--- src/sv/coulomb_pair_energy_assert.svh ---
// Assertion macros used by the block's top module.
`ifndef COULOMB_PAIR_ENERGY_ASSERT_SVH
`define COULOMB_PAIR_ENERGY_ASSERT_SVH

// Implication checked every cycle outside reset.
`define CPE_ASSERT_IMP(label, clk, rst_n, ante, cons) \
  label: assert property (@(posedge clk) disable iff (!rst_n) (ante) |-> (cons)) \
    else $error("assertion failed");

// Next-cycle implication checked outside reset.
`define CPE_ASSERT_NXT(label, clk, rst_n, ante, cons) \
  label: assert property (@(posedge clk) disable iff (!rst_n) (ante) |=> (cons)) \
    else $error("assertion failed");

`endif

--- src/sv/cpe_pkg.sv ---
package cpe_pkg;

  localparam int unsigned NumResiduesDef = 32;
  localparam int unsigned MaxAtomsDef    = 32;

  // Stage counts of the cell row.
  localparam int unsigned RootSteps = 18;   // root of a 36-bit value
  localparam int unsigned DivSteps  = 41;   // quotient bits 40 down to 0
  localparam int unsigned DivWidth  = 41;
  localparam int unsigned NumWidth  = 66;   // product N * scale
  localparam int unsigned RemWidth  = 42;

  localparam logic [40:0] QuotCap = 41'h100_0000_0000;

  typedef enum logic [1:0] {
    ERR_NONE      = 2'd0,
    ERR_NOT_VALID = 2'd1,
    ERR_BAD_ARG   = 2'd2
  } err_e;

  typedef enum logic [2:0] {
    CFG_COULOMB_K  = 3'd0,
    CFG_SCALE      = 3'd1,
    CFG_DIST_DEP   = 3'd2,
    CFG_DIELECTRIC = 3'd3,
    CFG_CUT_EN     = 3'd4,
    CFG_CUT_LIMIT  = 3'd5
  } cfg_idx_e;

  typedef struct packed {
    logic        req_type;
    logic [4:0]  res_a;
    logic [4:0]  atom_a;
    logic [4:0]  res_b;
    logic [4:0]  atom_b;
    logic signed [15:0] charge_value;
    logic [23:0] dist_sq;
    logic        solute;
    logic [15:0] item_dielectric;
  } req_t;

  typedef struct packed {
    logic signed [31:0] energy;
    logic [1:0]         error_code;
  } rsp_t;

  // Side data that rides along with an item through the cell rows.
  typedef struct packed {
    logic        vld;
    logic        done;        // result already decided (load or error)
    logic [1:0]  err;
    logic        neg;
    logic        clip;        // apply cutoff
    logic [30:0] limit;
  } tag_t;

  // One square-root cell: one result bit a step.
  typedef struct packed {
    logic [37:0] rem;
    logic [17:0] root;
    logic [35:0] val;
  } root_t;

  // One divide cell: one quotient bit a step.
  typedef struct packed {
    logic [NumWidth-1:0] num;
    logic [RemWidth-1:0] rem;
    logic [40:0]         quo;
    logic [DivWidth-1:0] div;
  } div_t;

endpackage

--- src/sv/cpe_root_cell.sv ---
module cpe_root_cell (
  input  logic            clk_i,
  input  cpe_pkg::root_t  in_i,
  input  logic [5:0]      pair_i,
  output cpe_pkg::root_t  out_o
);

  cpe_pkg::root_t step_d;
  logic [37:0] rem_sh;
  logic [37:0] trial;

  always_comb begin
    rem_sh = {in_i.rem[35:0], in_i.val[2*pair_i+1 -: 2]};
    trial  = {18'd0, in_i.root, 2'b01};
    step_d = in_i;
    if (rem_sh >= trial) begin
      step_d.rem  = rem_sh - trial;
      step_d.root = {in_i.root[16:0], 1'b1};
    end else begin
      step_d.rem  = rem_sh;
      step_d.root = {in_i.root[16:0], 1'b0};
    end
  end

  always_ff @(posedge clk_i) begin
    out_o <= step_d;
  end

endmodule

--- config.mk ---
export PLATFORM = sky130hd
export DESIGN_NAME = cpe_root_cell
export DESIGN_NICKNAME = d
export VERILOG_FILES = /design/src/sv/coulomb_pair_energy_assert.svh /design/src/sv/cpe_pkg.sv /design/src/sv/cpe_root_cell.sv
export SDC_FILE = /design/constraint.sdc
export NUM_CORES = 1
export LEC_CHECK = 0
export ABC_AREA = 0
export BUFFER_PORTS_ARGS = -buffer_cell sky130_fd_sc_hd__buf_2
export CAP_MARGIN = 20
export CORE_UTILIZATION = 25
export CTS_CLUSTER_SIZE = 12
export DETAILED_ROUTE_END_ITERATION = 7
export GPL_TIMING_DRIVEN = 0
export SYNTH_ARGS = -nofsm -noshare
export SYNTH_HDL_FRONTEND = slang
export SYNTH_SLANG_ARGS = --single-unit
--- constraint.sdc ---
create_clock -name clk_i -period 4.4 [get_ports clk_i]
set_input_delay 0.88 -clock clk_i [delete_from_list [all_inputs] [get_ports clk_i]]
set_output_delay 0.88 -clock clk_i [all_outputs]
set_load 0.05 [all_outputs]
# ---- Word-level counts from Yosys, hierarchy flattened
# Index checks and enable logic that the tools add are counted.
dict set report classes {
  order_cmp 1
  shifts 1
  add_sub_neg 2
  muxes 1
}
# op n
set op_table {}
lappend op_table {{two-way mux 56 bit} 1}
lappend op_table {{>= comparator 38 x 20 -> 1 bit} 1}
lappend op_table {{subtractor 38 x 20 -> 38 bit} 1}
lappend op_table {{variable part select 37 x 9 -> 2 bit} 1}
lappend op_table {{adder 7 x 1 -> 8 bit (second input constant)} 1}
dict set report totals {
  wordCells 8
  out_inout_bits 92
  reg_bits 92
}

# ---- Depth between registers and ports, before layout
dict set report depth {
  ltp_word 4
  mapped_depth 18
}

# ---- Worst setup path before layout
# OpenSTA, ideal clock, no wires.
dict set report synth_path {
  path_type {input -> register}
  start {in pair_i[2]}
  end {reg out_o[76] (netlist bit)}
  setup_ps 117
  required_ps 4283
  arrival_ps 4302
  slack_ps -19
  stages 15
  path_buffers 1
  path_cell_list {clkbuf_1 mux4_2 o32a_1 a21oi_1 inv_1 ha_1 nor2b_1 o21ai_0 a21oi_1 o31ai_1 a21oi_1 a31oi_1 o21ai_1 a21oi_1 a22o_1}
}
# item line
set synth_rtl {}
lappend synth_rtl {{start: declaration} cpe_root_cell.sv:4} ;# input logic [5:0] pair_i,
lappend synth_rtl {{end signal: assignment} cpe_root_cell.sv:26} ;# out_o <= step_d;
lappend synth_rtl {{end: declaration} cpe_root_cell.sv:5} ;# output cpe_pkg::root_t out_o

==> impl_metrics.ini <==
[worst_setup_path]
cp-startpoint = pair_i[0]
crit_path_max_fanout = 10
cp.required_ns = 4.66
critical_path_class = input port to flip-flop
worstSetupStartpointType = input port
arrival_ns = 4.46
end_kind = flip-flop

[job]
cap_viol_max_count = 0

[cells_and_area]
regMostFlops = out_o
fin_nets = 722
finish.utilization_pct = 36.1
reg_top3 = out_o x92
layout-drive-gt1-share_pct = 38.7
area_growth_pct = 39.1
diodes = 0
largest_reg_flops = 92
n_fill_cell = 1605

[place]
dpl.hpwl_mm = 9.22
place_ws_ns = -0.777
gp_congestion = 0.794
port_buffers = 186

[worst_hold_path]
hp-class = input port to flip-flop
holdCritStartpoint = in_i[46]

[outcome]
status = complete, no violations

[global_routing]
grt_pass1_wl_mm = 17.6
grt_max_degree = 17
gr-total-overflow = 0
antenna_found_initial = 0
grt_pass1_vias = 3455
track_usage_pct = 14.0

[floorplanning]
die_h_um = 129
io_pins = 191
start_util_pct = 26.0
dieWidth_um = 129
coreArea_um2 = 15400
core.rowCount = 45
die-area_um2 = 16500

[power_and_ir_drop]
pwr-share-comb_pct = 28.3
worst_ir_drop_vdd_mv = 0.245
p_leak_nw = 2.58
swShare_pct = 34.8
power_switching_w = 0.000823
internal_power_w = 0.00154
power_frac_seq_pct = 39.1
power_density_nw_per_um2 = 424
pwr-share-clk_pct = 32.5

[detailed_routing]
detail_route.wl_per_cell_um = 14.1
vias = 3625
drt_wl_total_mm = 11.5
vias_per_cell = 4.43
drtIter0Drc = 104
drc = 0
ant_nets = 0
dr.pass1.iters = 4

[synth]
async_reset_ff_share_pct = 0
synth_ff_type = dfxtp_1
yosys_warnings = 0
syn_area_per_cell_um2 = 9.90
synth_edf_count = 0
netlist_instances = 405
ys_ff_latch = 92
yosys.area.top_type_share_pct = 46.0
ys_types = 51
synth.most_common_cell = dfxtp_1
synthTopCellsByCount = dfxtp_1, nand2_1, inv_1
syn_nets = 524
netlist_area_um2 = 4010
synth-seq-area-share_pct = 46.0
synthTopCellsByArea = dfxtp_1, ha_1, mux2i_1
yosysTopAreaCell = dfxtp_1

[sta]
whs_ns = 0.643
rsz0062_at_grt = yes
post-route-period-util_pct = 95.5
finalSetupViolCount = 0
fin_crit_ns = 4.20
final-hold-violation-count = 0
max_freq_mhz = 238
slew_headroom_pct = 50.7
fin_setup_tns_ns = 0
tightest_slew_ns = 0.738
report.final.slew_viol_count = 0
setup_slack_ns = 0.199

[clock_network]
clockRootBuffer = clkbuf_16
cts_tree = done
htree_levels = 3
max-clock-path-buffers = 2
cts_buffers = 9
cts.sinks = 92
path_clk_slew_ns = 0.07
## logic make-up (layout without fill, tap and decap cells)
kind of cell,Yosys count,count (layout),synth area share (%)
multiplexers,19,19,5.40
AND/OR/NAND/NOR,102,102,13.6
adder cells (fa/ha/maj),20,20,6.24
XOR/XNOR,34,34,7.43
buffers and inverters,37,239,3.68
flip-flops,92,92,46.0
AO/OA/AOI/OAI,101,101,17.7
## metrics by stage
stage | area [um2] | total power (W) | cells
final | 5580 | 0.00236 | 818
after global routing | 5580 | 0.00249 | 818
after CTS | 5530 | 0.00240 | 817
after detailed placement | 5210 | 0.00160 | 802
after global placement | 5210 | 0.00160 | 802
after floorplan | 4010 | 0.00142 | 405
## power by group through the flow
stage	sequential (W)	clock, W	combinational (W)
6_report	0.000926	0.000770	0.000669
5_1_grt	0.000934	0.000842	0.000715
4_1_cts	0.000926	0.000805	0.000665
3_5_place_dp	0.000944	0	0.000658
3_3_place_gp	0.000943	0	0.000659
2_1_floorplan	0.00122	0	0.000197
## critical path, stage by stage
cell	delay, ns
buf_2	0.22
buf_4	0.27
mux2i_1	0.23
a2bb2oi_1	0.10
a31oi_2	0.24
a21o_1	0.21
ha_1	0.19
nor2b_1	0.05
o21ai_0	0.26
a21oi_1	0.16
o31ai_4	0.31
a21oi_4	0.14
a311oi_4	0.48
buf_4	0.28
buf_2	0.25
nand2_1	0.07
o21ai_1	0.11
## area by class of cell
class / instances / area (um2) / share of cell area (%)
tap: 211 / 264 / 4.74
timing repair buffer: 187 / 938 / 16.8
clock buffer: 9 / 225 / 4.04
inverter: 24 / 91.3 / 1.64
clock inverter: 6 / 71.3 / 1.28
buffer: 13 / 65.1 / 1.17
sequential: 92 / 1840 / 33.0
multi-input combinational: 276 / 2080 / 37.3
## final timing paths
path  slack (ns)   endpoint  depth (start not counted)
max         0.20  out_o[72]                         17
min         0.64  out_o[47]                          1
## per-layer routing
metal | routed length (um) | vias to the layer above | part of all wire [%] | global-route usage, %
li1 | - | 1839 | - | -
met3 | 830 | 9 | 7.2 | 4.24
met2 | 5510 | 143 | 48 | 24.5
met4 | 144 | 0 | 1.3 | 4.84
met5 | 0 | - | 0 | 0
met1 | 5010 | 1634 | 44 | 16.1
## cells in the final DEF (no fill, tap or decap), types with 5 or more instances in the layout
master and instances:
buf_2 189, dfxtp_1 92, nand2_1 36, inv_1 23, ha_1 20, a21oi_1 18, xor2_1 17, xnor2_1 17
o21ai_1 17, mux2i_1 16, a21o_1 15, nor2_1 13, clkbuf_16 9, nand4_1 8, nor2b_1 7, nand3_1 7
o211ai_1 7, clkbuf_1 6, nor3_1 6, a211oi_1 5, o21ai_0 5, o21bai_1 5
## repair_timing
item / in CTS / in global routing
setup buffers: 0 / 1
pin swaps: 1 / 3
endpoints found under the setup margin: 36 / 35
gates resized for setup: 6 / 8
hold buffers: 0 / 0
Power figures use the tool's default switching activity.
