[config.mk]
export PLATFORM = sky130hd
export DESIGN_NAME = cpe_div_cell
export DESIGN_NICKNAME = d
export VERILOG_FILES = /design/src/sv/coulomb_pair_energy_assert.svh /design/src/sv/cpe_pkg.sv /design/src/sv/cpe_div_cell.sv
export SDC_FILE = /design/constraint.sdc
export NUM_CORES = 1
export LEC_CHECK = 0
export BUFFER_PORTS_ARGS = -buffer_cell sky130_fd_sc_hd__buf_2
export CAP_MARGIN = 30
export CORE_ASPECT_RATIO = 0.5
export CORE_MARGIN = 4
export CORE_UTILIZATION = 41
export DETAILED_ROUTE_END_ITERATION = 6
export PLACE_DENSITY = 0.77
export SLEW_MARGIN = 25
export SYNTH_ARGS = -nofsm -noshare
export SYNTH_HDL_FRONTEND = slang
export SYNTH_SLANG_ARGS = --single-unit
[constraint.sdc]
create_clock -name clk_i -period 5 [get_ports clk_i]
set_input_delay 0.5 -clock clk_i [delete_from_list [all_inputs] [get_ports clk_i]]
set_output_delay 0.5 -clock clk_i [all_outputs]
set_load 0.01 [all_outputs]
[src/sv/coulomb_pair_energy_assert.svh]
// Assertion macros used by the block's top module.
`ifndef COULOMB_PAIR_ENERGY_ASSERT_SVH
`define COULOMB_PAIR_ENERGY_ASSERT_SVH

// Implication checked every cycle outside reset.
`define CPE_ASSERT_IMP(label, clk, rst_n, ante, cons) \
  label: assert property (@(posedge clk) disable iff (!rst_n) (ante) |-> (cons)) \
    else $error("assertion failed");

// Next-cycle implication checked outside reset.
`define CPE_ASSERT_NXT(label, clk, rst_n, ante, cons) \
  label: assert property (@(posedge clk) disable iff (!rst_n) (ante) |=> (cons)) \
    else $error("assertion failed");

`endif

[src/sv/cpe_pkg.sv]
package cpe_pkg;

  localparam int unsigned NumResiduesDef = 32;
  localparam int unsigned MaxAtomsDef    = 32;

  // Stage counts of the cell row.
  localparam int unsigned RootSteps = 18;   // root of a 36-bit value
  localparam int unsigned DivSteps  = 41;   // quotient bits 40 down to 0
  localparam int unsigned DivWidth  = 41;
  localparam int unsigned NumWidth  = 66;   // product N * scale
  localparam int unsigned RemWidth  = 42;

  localparam logic [40:0] QuotCap = 41'h100_0000_0000;

  typedef enum logic [1:0] {
    ERR_NONE      = 2'd0,
    ERR_NOT_VALID = 2'd1,
    ERR_BAD_ARG   = 2'd2
  } err_e;

  typedef enum logic [2:0] {
    CFG_COULOMB_K  = 3'd0,
    CFG_SCALE      = 3'd1,
    CFG_DIST_DEP   = 3'd2,
    CFG_DIELECTRIC = 3'd3,
    CFG_CUT_EN     = 3'd4,
    CFG_CUT_LIMIT  = 3'd5
  } cfg_idx_e;

  typedef struct packed {
    logic        req_type;
    logic [4:0]  res_a;
    logic [4:0]  atom_a;
    logic [4:0]  res_b;
    logic [4:0]  atom_b;
    logic signed [15:0] charge_value;
    logic [23:0] dist_sq;
    logic        solute;
    logic [15:0] item_dielectric;
  } req_t;

  typedef struct packed {
    logic signed [31:0] energy;
    logic [1:0]         error_code;
  } rsp_t;

  // Side data that rides along with an item through the cell rows.
  typedef struct packed {
    logic        vld;
    logic        done;        // result already decided (load or error)
    logic [1:0]  err;
    logic        neg;
    logic        clip;        // apply cutoff
    logic [30:0] limit;
  } tag_t;

  // One square-root cell: one result bit a step.
  typedef struct packed {
    logic [37:0] rem;
    logic [17:0] root;
    logic [35:0] val;
  } root_t;

  // One divide cell: one quotient bit a step.
  typedef struct packed {
    logic [NumWidth-1:0] num;
    logic [RemWidth-1:0] rem;
    logic [40:0]         quo;
    logic [DivWidth-1:0] div;
  } div_t;

endpackage

[src/sv/cpe_div_cell.sv]
module cpe_div_cell (
  input  logic           clk_i,
  input  cpe_pkg::div_t  in_i,
  input  logic [6:0]     bit_i,
  output cpe_pkg::div_t  out_o
);

  cpe_pkg::div_t step_d;
  logic [cpe_pkg::RemWidth-1:0] rem_sh;

  // Bits above 40 of the quotient are folded into the cap: the top numerator
  // bits are checked before the first cell; a capped quotient stays capped.
  always_comb begin
    step_d = in_i;
    rem_sh = {in_i.rem[cpe_pkg::RemWidth-2:0], in_i.num[bit_i]};
    if (rem_sh >= {1'b0, in_i.div}) begin
      step_d.rem = rem_sh - {1'b0, in_i.div};
      step_d.quo = {in_i.quo[39:0], 1'b1};
    end else begin
      step_d.rem = rem_sh;
      step_d.quo = {in_i.quo[39:0], 1'b0};
    end
    if (in_i.quo[40] || (in_i.quo >= cpe_pkg::QuotCap && in_i.quo != '0)) begin
      step_d.quo = cpe_pkg::QuotCap;
    end
  end

  always_ff @(posedge clk_i) begin
    out_o <= step_d;
  end

endmodule

---- After elaboration in Yosys (flattened, before gate mapping) ----
Cells that the tools add are included.
storage, ports and cells
  logic and storage cells ................. 14
  register bits after elaboration ......... 190
  input port bits ......................... 198
  output and inout port bits .............. 190
operators by class
  $add $sub $neg .......................... 1
  order comparisons ....................... 3
  muxes and demuxes ....................... 3
  reductions and logical operators ........ 3
operator list
  operator              count
  $mux 83               1
  $ge 42x41->1          1
  $sub 42x41->42        1
  $ge 41x41->1 const B  1
  $reduce_bool 41->1    1
  $lt 7x8->1 const B    1
  $bmux 1 s7            1
  $logic_and 1x1->1     1
  $logic_or 1x1->1      1
  $mux 1                1

---- Logic depth before layout (Yosys ltp) ----
  word-level depth ........................ 4
  depth in mapped cells ................... 21
  depth with buffers taken out ............ 16

---- Worst setup path before layout ----
Ideal clock, no wire load.
  path kind ............................... input-to-reg
  from .................................... input bit_i[1]
  to ...................................... register out_o[106] in the netlist's numbering
  setup time .............................. 121 ps
  path buffers ............................ 4
  stages on the path ...................... 19
  data arrival time ....................... 5,124 ps
  required time ........................... 4,879 ps
  path slack .............................. -246 ps
  path through ............................ clkbuf_1 > buf_1 > mux4_2 > mux4_2 > mux4_2 > a21oi_1 > ha_1 > inv_1 > fa_1 > a211oi_1 > o21ai_1 > a311oi_1 > a31oi_2 > o21ai_1 > o31a_1 > o21ba_1 > buf_6 > buf_6 > mux2_4
RTL lines
  item                  RTL line            RTL
  from (decl)           cpe_div_cell.sv:4   input logic [6:0] bit_i,
  to (signal assigned)  cpe_div_cell.sv:29  out_o <= step_d;
  to (decl)             cpe_div_cell.sv:5   output cpe_pkg::div_t out_o

==> Flow_metrics.wiki <==
{| class="wikitable"
! Metric !! Value
|-
| Commonest register cell after synthesis || dfxtp_1
|-
| CTS H-tree depth || 4
|-
| Final setup violation count || 0
|-
| Wire length of the first global-routing pass || 37600 um
|-
| Warning count from the yosys run || 0
|-
| Cell at the root of the clock tree || clkbuf_16
|-
| Floorplan die height || ~100 um
|-
| Pre-Repair DR Iteration Count || 7
|-
| Most frequent cell on the critical path || mux4_2
|-
| Share of synthesized registers carrying an async set or reset || 0%
|-
| Floorplan die area || ~21000 um^2
|-
| Combined area of the multi-input logic cells || 3530 um^2
|-
| Initial DRC Count || 347
|-
| Port Buffer Count || 386
|-
| RePlAce Congestion || roughly 0.9
|-
| Number of max-cap violations || 0
|-
| Total clock buffers created by CTS || 17
|-
| Initial Util || 42.9%
|-
| DR vias || about 7000
|-
| CTS sink cnt || 190
|-
| Cells along the critical path || buf_2, buf_12, mux4_2, mux4_2, mux4_2, a21oi_2, buf_4, ha_1, inv_1, fa_2, a211oi_2, o21ai_1, buf_4, and3_1, nand4b_1, nand2_1, o21ai_0, o31a_1, xor2_1, mux2_4
|-
| Detail Route met3 WL || ~1700 um
|-
| Post-synthesis register bit count || 190
|-
| Final critical path time including I/O delays and setup || 4.79 ns
|-
| Setup repair after global routing missed its margin || no
|-
| Largest regs || out_o: 190 flops
|-
| Global routing usage summed across all routing layers || between 20% and 30%
|-
| Ranking of synthesized cells by instance count || 190 x dfxtp_1, 69 x nand2_1, 48 x a21oi_1, 48 x inv_1, 43 x nor2b_1
|-
| Final Cell Area || about 11000 um^2
|-
| Buffer and inverter count on the worst path || 5
|-
| Outcome || finished, final reports clean
|-
| Count of distinct cell types in the synthesized netlist || 58
|-
| Kind of end point of the critical path || flip-flop
|-
| Family of cells with the greatest summed delay on the critical path || multiplexers
|-
| Count of filler cells inserted in the layout || between 1500 and 2000
|-
| Antenna-violating nets left || 0
|-
| Total power divided by cell area || 368 nW/um^2
|-
| Worst path slowest cell || mux4_2
|-
| Top routing layer in use || met5
|-
| Core region area || 17800 um^2
|-
| Num rows || 34
|-
| Area fraction of the dominant cell type after synthesis || 49.7%
|-
| Leakage power summed over all cells || 5.22 nW
|-
| Count of hold-fix buffers inserted at cts || 0
|-
| Cell area reported after detailed placement || 9920 um^2
|-
| Worst Setup Path Type || in2reg
|-
| Die extent in x || 201 um
|-
| Remaining max-slew budget at the tightest pin || 47.7%
|-
| Post-route clock period utilization || 95.8%
|-
| Clock tree from TritonCTS || built
|-
| Detailed-routing wirelength on met1 || between 9000 and 10000 um
|-
| Largest register by flop count || out_o
|-
| Top-count cell post-synth || dfxtp_1
|-
| Data required time of the worst path || 5.31 ns
|-
| Fraction of final layout cells sized beyond drive strength 1 || between 40% and 50%
|-
| Number of antenna violations at the first check in global routing || 6
|-
| Critical path data arrival time || 5.10 ns
|-
| Maximum operating frequency || 209 MHz
|-
| Post-Route Setup TNS || 0 ns
|-
| Number of flip-flops under the largest register name || 190
|-
| Number of enable-type register cells in the synthesized netlist || 0
|-
| Maximum number of pins on one net before global-route repair || 42
|-
| Layout-stage area growth over the synthesis result || 37.3%
|-
| Gate count of the mapped netlist || 749
|-
| Reg area || 3800 um^2
|-
| Worst setup slack before clock tree synthesis || -0.205 ns
|-
| Total Power || 3.87 mW
|-
| Cell types occupying the most area after synthesis || dfxtp_1 50%, ha_1 6.7%, mux4_2 6.2%, nor2b_1 3.5%, nand2_1 3.4%
|-
| Worst ir drop on vdd || 254 uV
|-
| Final HPWL DP || roughly 20000 um
|-
| Clock Tree Buf Depth || 2
|-
| Clock-pin slew reported for the worst setup and hold paths after clock tree synthesis || 0.07 ns
|-
| Sequential share of the synthesized area || 49.7%
|-
| Post-layout nets || between 1000 and 1500
|-
| Final routed wire length divided by cell count || 17.8 um
|-
| Via-per-instance ratio || 5.05
|-
| Actual transition at the worst max-transition pin || 0.772 ns
|-
| Core Util, Final || 58.9%
|-
| Final number of hold-violating endpoints || 0
|-
| Critical-path maximum fanout || 17
|-
| Class of the tightest hold or removal check || in2reg
|-
| Total overflow reported by the global router || 0
|-
| CP Launch Type || primary input
|-
| Smallest setup slack after layout || 0.211 ns
|-
| Mapped Nets || slightly below 1000
|-
| Top cell type by total area after synthesis || dfxtp_1
|-
| Max stage delay on crit path || about 0.51 ns
|-
| Max-slew violation count || 0
|-
| Number of remaining DRC errors || 0
|-
| Avg Cell Area, Syn || 10.2 um^2
|-
| Top Ports || 388
|-
| Final Routed Wirelength || 24700 um
|-
| Total met2 wirelength after detailed routing || 12500 um
|-
| Via count of the first global-routing pass || 7126
|-
| Synthesized cell area || 7650 um^2
|}
[final cells by class]
cell class / instances / share of cell area (%)
Antenna cell: 2 / 0.0477
Sequential cell: 190 / 36.2
Clock buffer: 22 / 4.52
Inverter: 48 / 1.72
Multi-Input combinational cell: 480 / 33.6
Clock inverter: 9 / 0.953
Tap cell: 234 / 2.79
Timing Repair Buffer: 402 / 20.1
[timing repair]
action	4_1_cts	5_1_grt
endpoints found under the setup margin	0	35
buffers inserted	0	0
resized for setup	0	2
[report_power, final]
group	internal, mW	total (mW)	switching, mW
clock	0.736	1.34	0.603
combinational	0.382	0.844	0.462
sequential	1.65	1.68	0.0312
[layout by cell type, fill, tap and decap left out, types with 5 or more instances in the layout]
master	synthesis	routed
o21ai_0	29	29
a21o_1	24	24
xnor2_1	13	13
nand2_1	69	69
a21oi_1	48	47
o21bai_1	6	6
nor2b_1	43	43
nand4_1	10	10
buf_12	0	5
nand3_1	6	6
xor2_1	22	22
mux4_2	21	21
nor3_1	10	10
buf_4	2	11
ha_1	41	41
buf_2	6	386
mux2_4	5	5
dfxtp_1	190	190
inv_1	48	48
o21a_1	6	6
o31ai_1	5	5
clkbuf_16	0	17
nor2_1	29	29
o21ai_1	28	27
[cell families (layout without fill, tap and decap cells)]
kind of cell / Yosys count / after routing / synth area share (%)
XOR/XNOR: 35 / 35 / 4.01
AND/OR/NAND/NOR: 189 / 189 / 12.2
flip-flops: 190 / 190 / 49.7
multiplexers: 29 / 29 / 7.57
AO/OA/AOI/OAI: 185 / 185 / 15.2
adder cells (fa/ha/maj): 42 / 42 / 6.97
buffers and inverters: 79 / 481 / 4.37
other: 0 / 2 / 0
[path summary, 6_finish.rpt]
path	startpoint	slack, ns	cells after the start	to
hold / removal	in_i[25]	0.18	1	out_o[25]
setup / recovery	bit_i[0]	0.21	20	out_o[118]
[per-layer routing]
metal  global-route usage (%)  up-vias
li1                         -     3393
met1                     26.0     3290
met2                     40.1      260
met3                     6.99       48
met4                     6.58       10
met5                        0        -
[per-stage QoR]
step	cells	hold slack (ns)
6_report	1387	0.180
5_1_grt	1386	0.159
4_1_cts	1386	0.167
3_5_place_dp	1355	0.617
3_3_place_gp	1355	0.616
2_1_floorplan	749	0.528
Note: power is estimated with default switching activity, not from simulation.
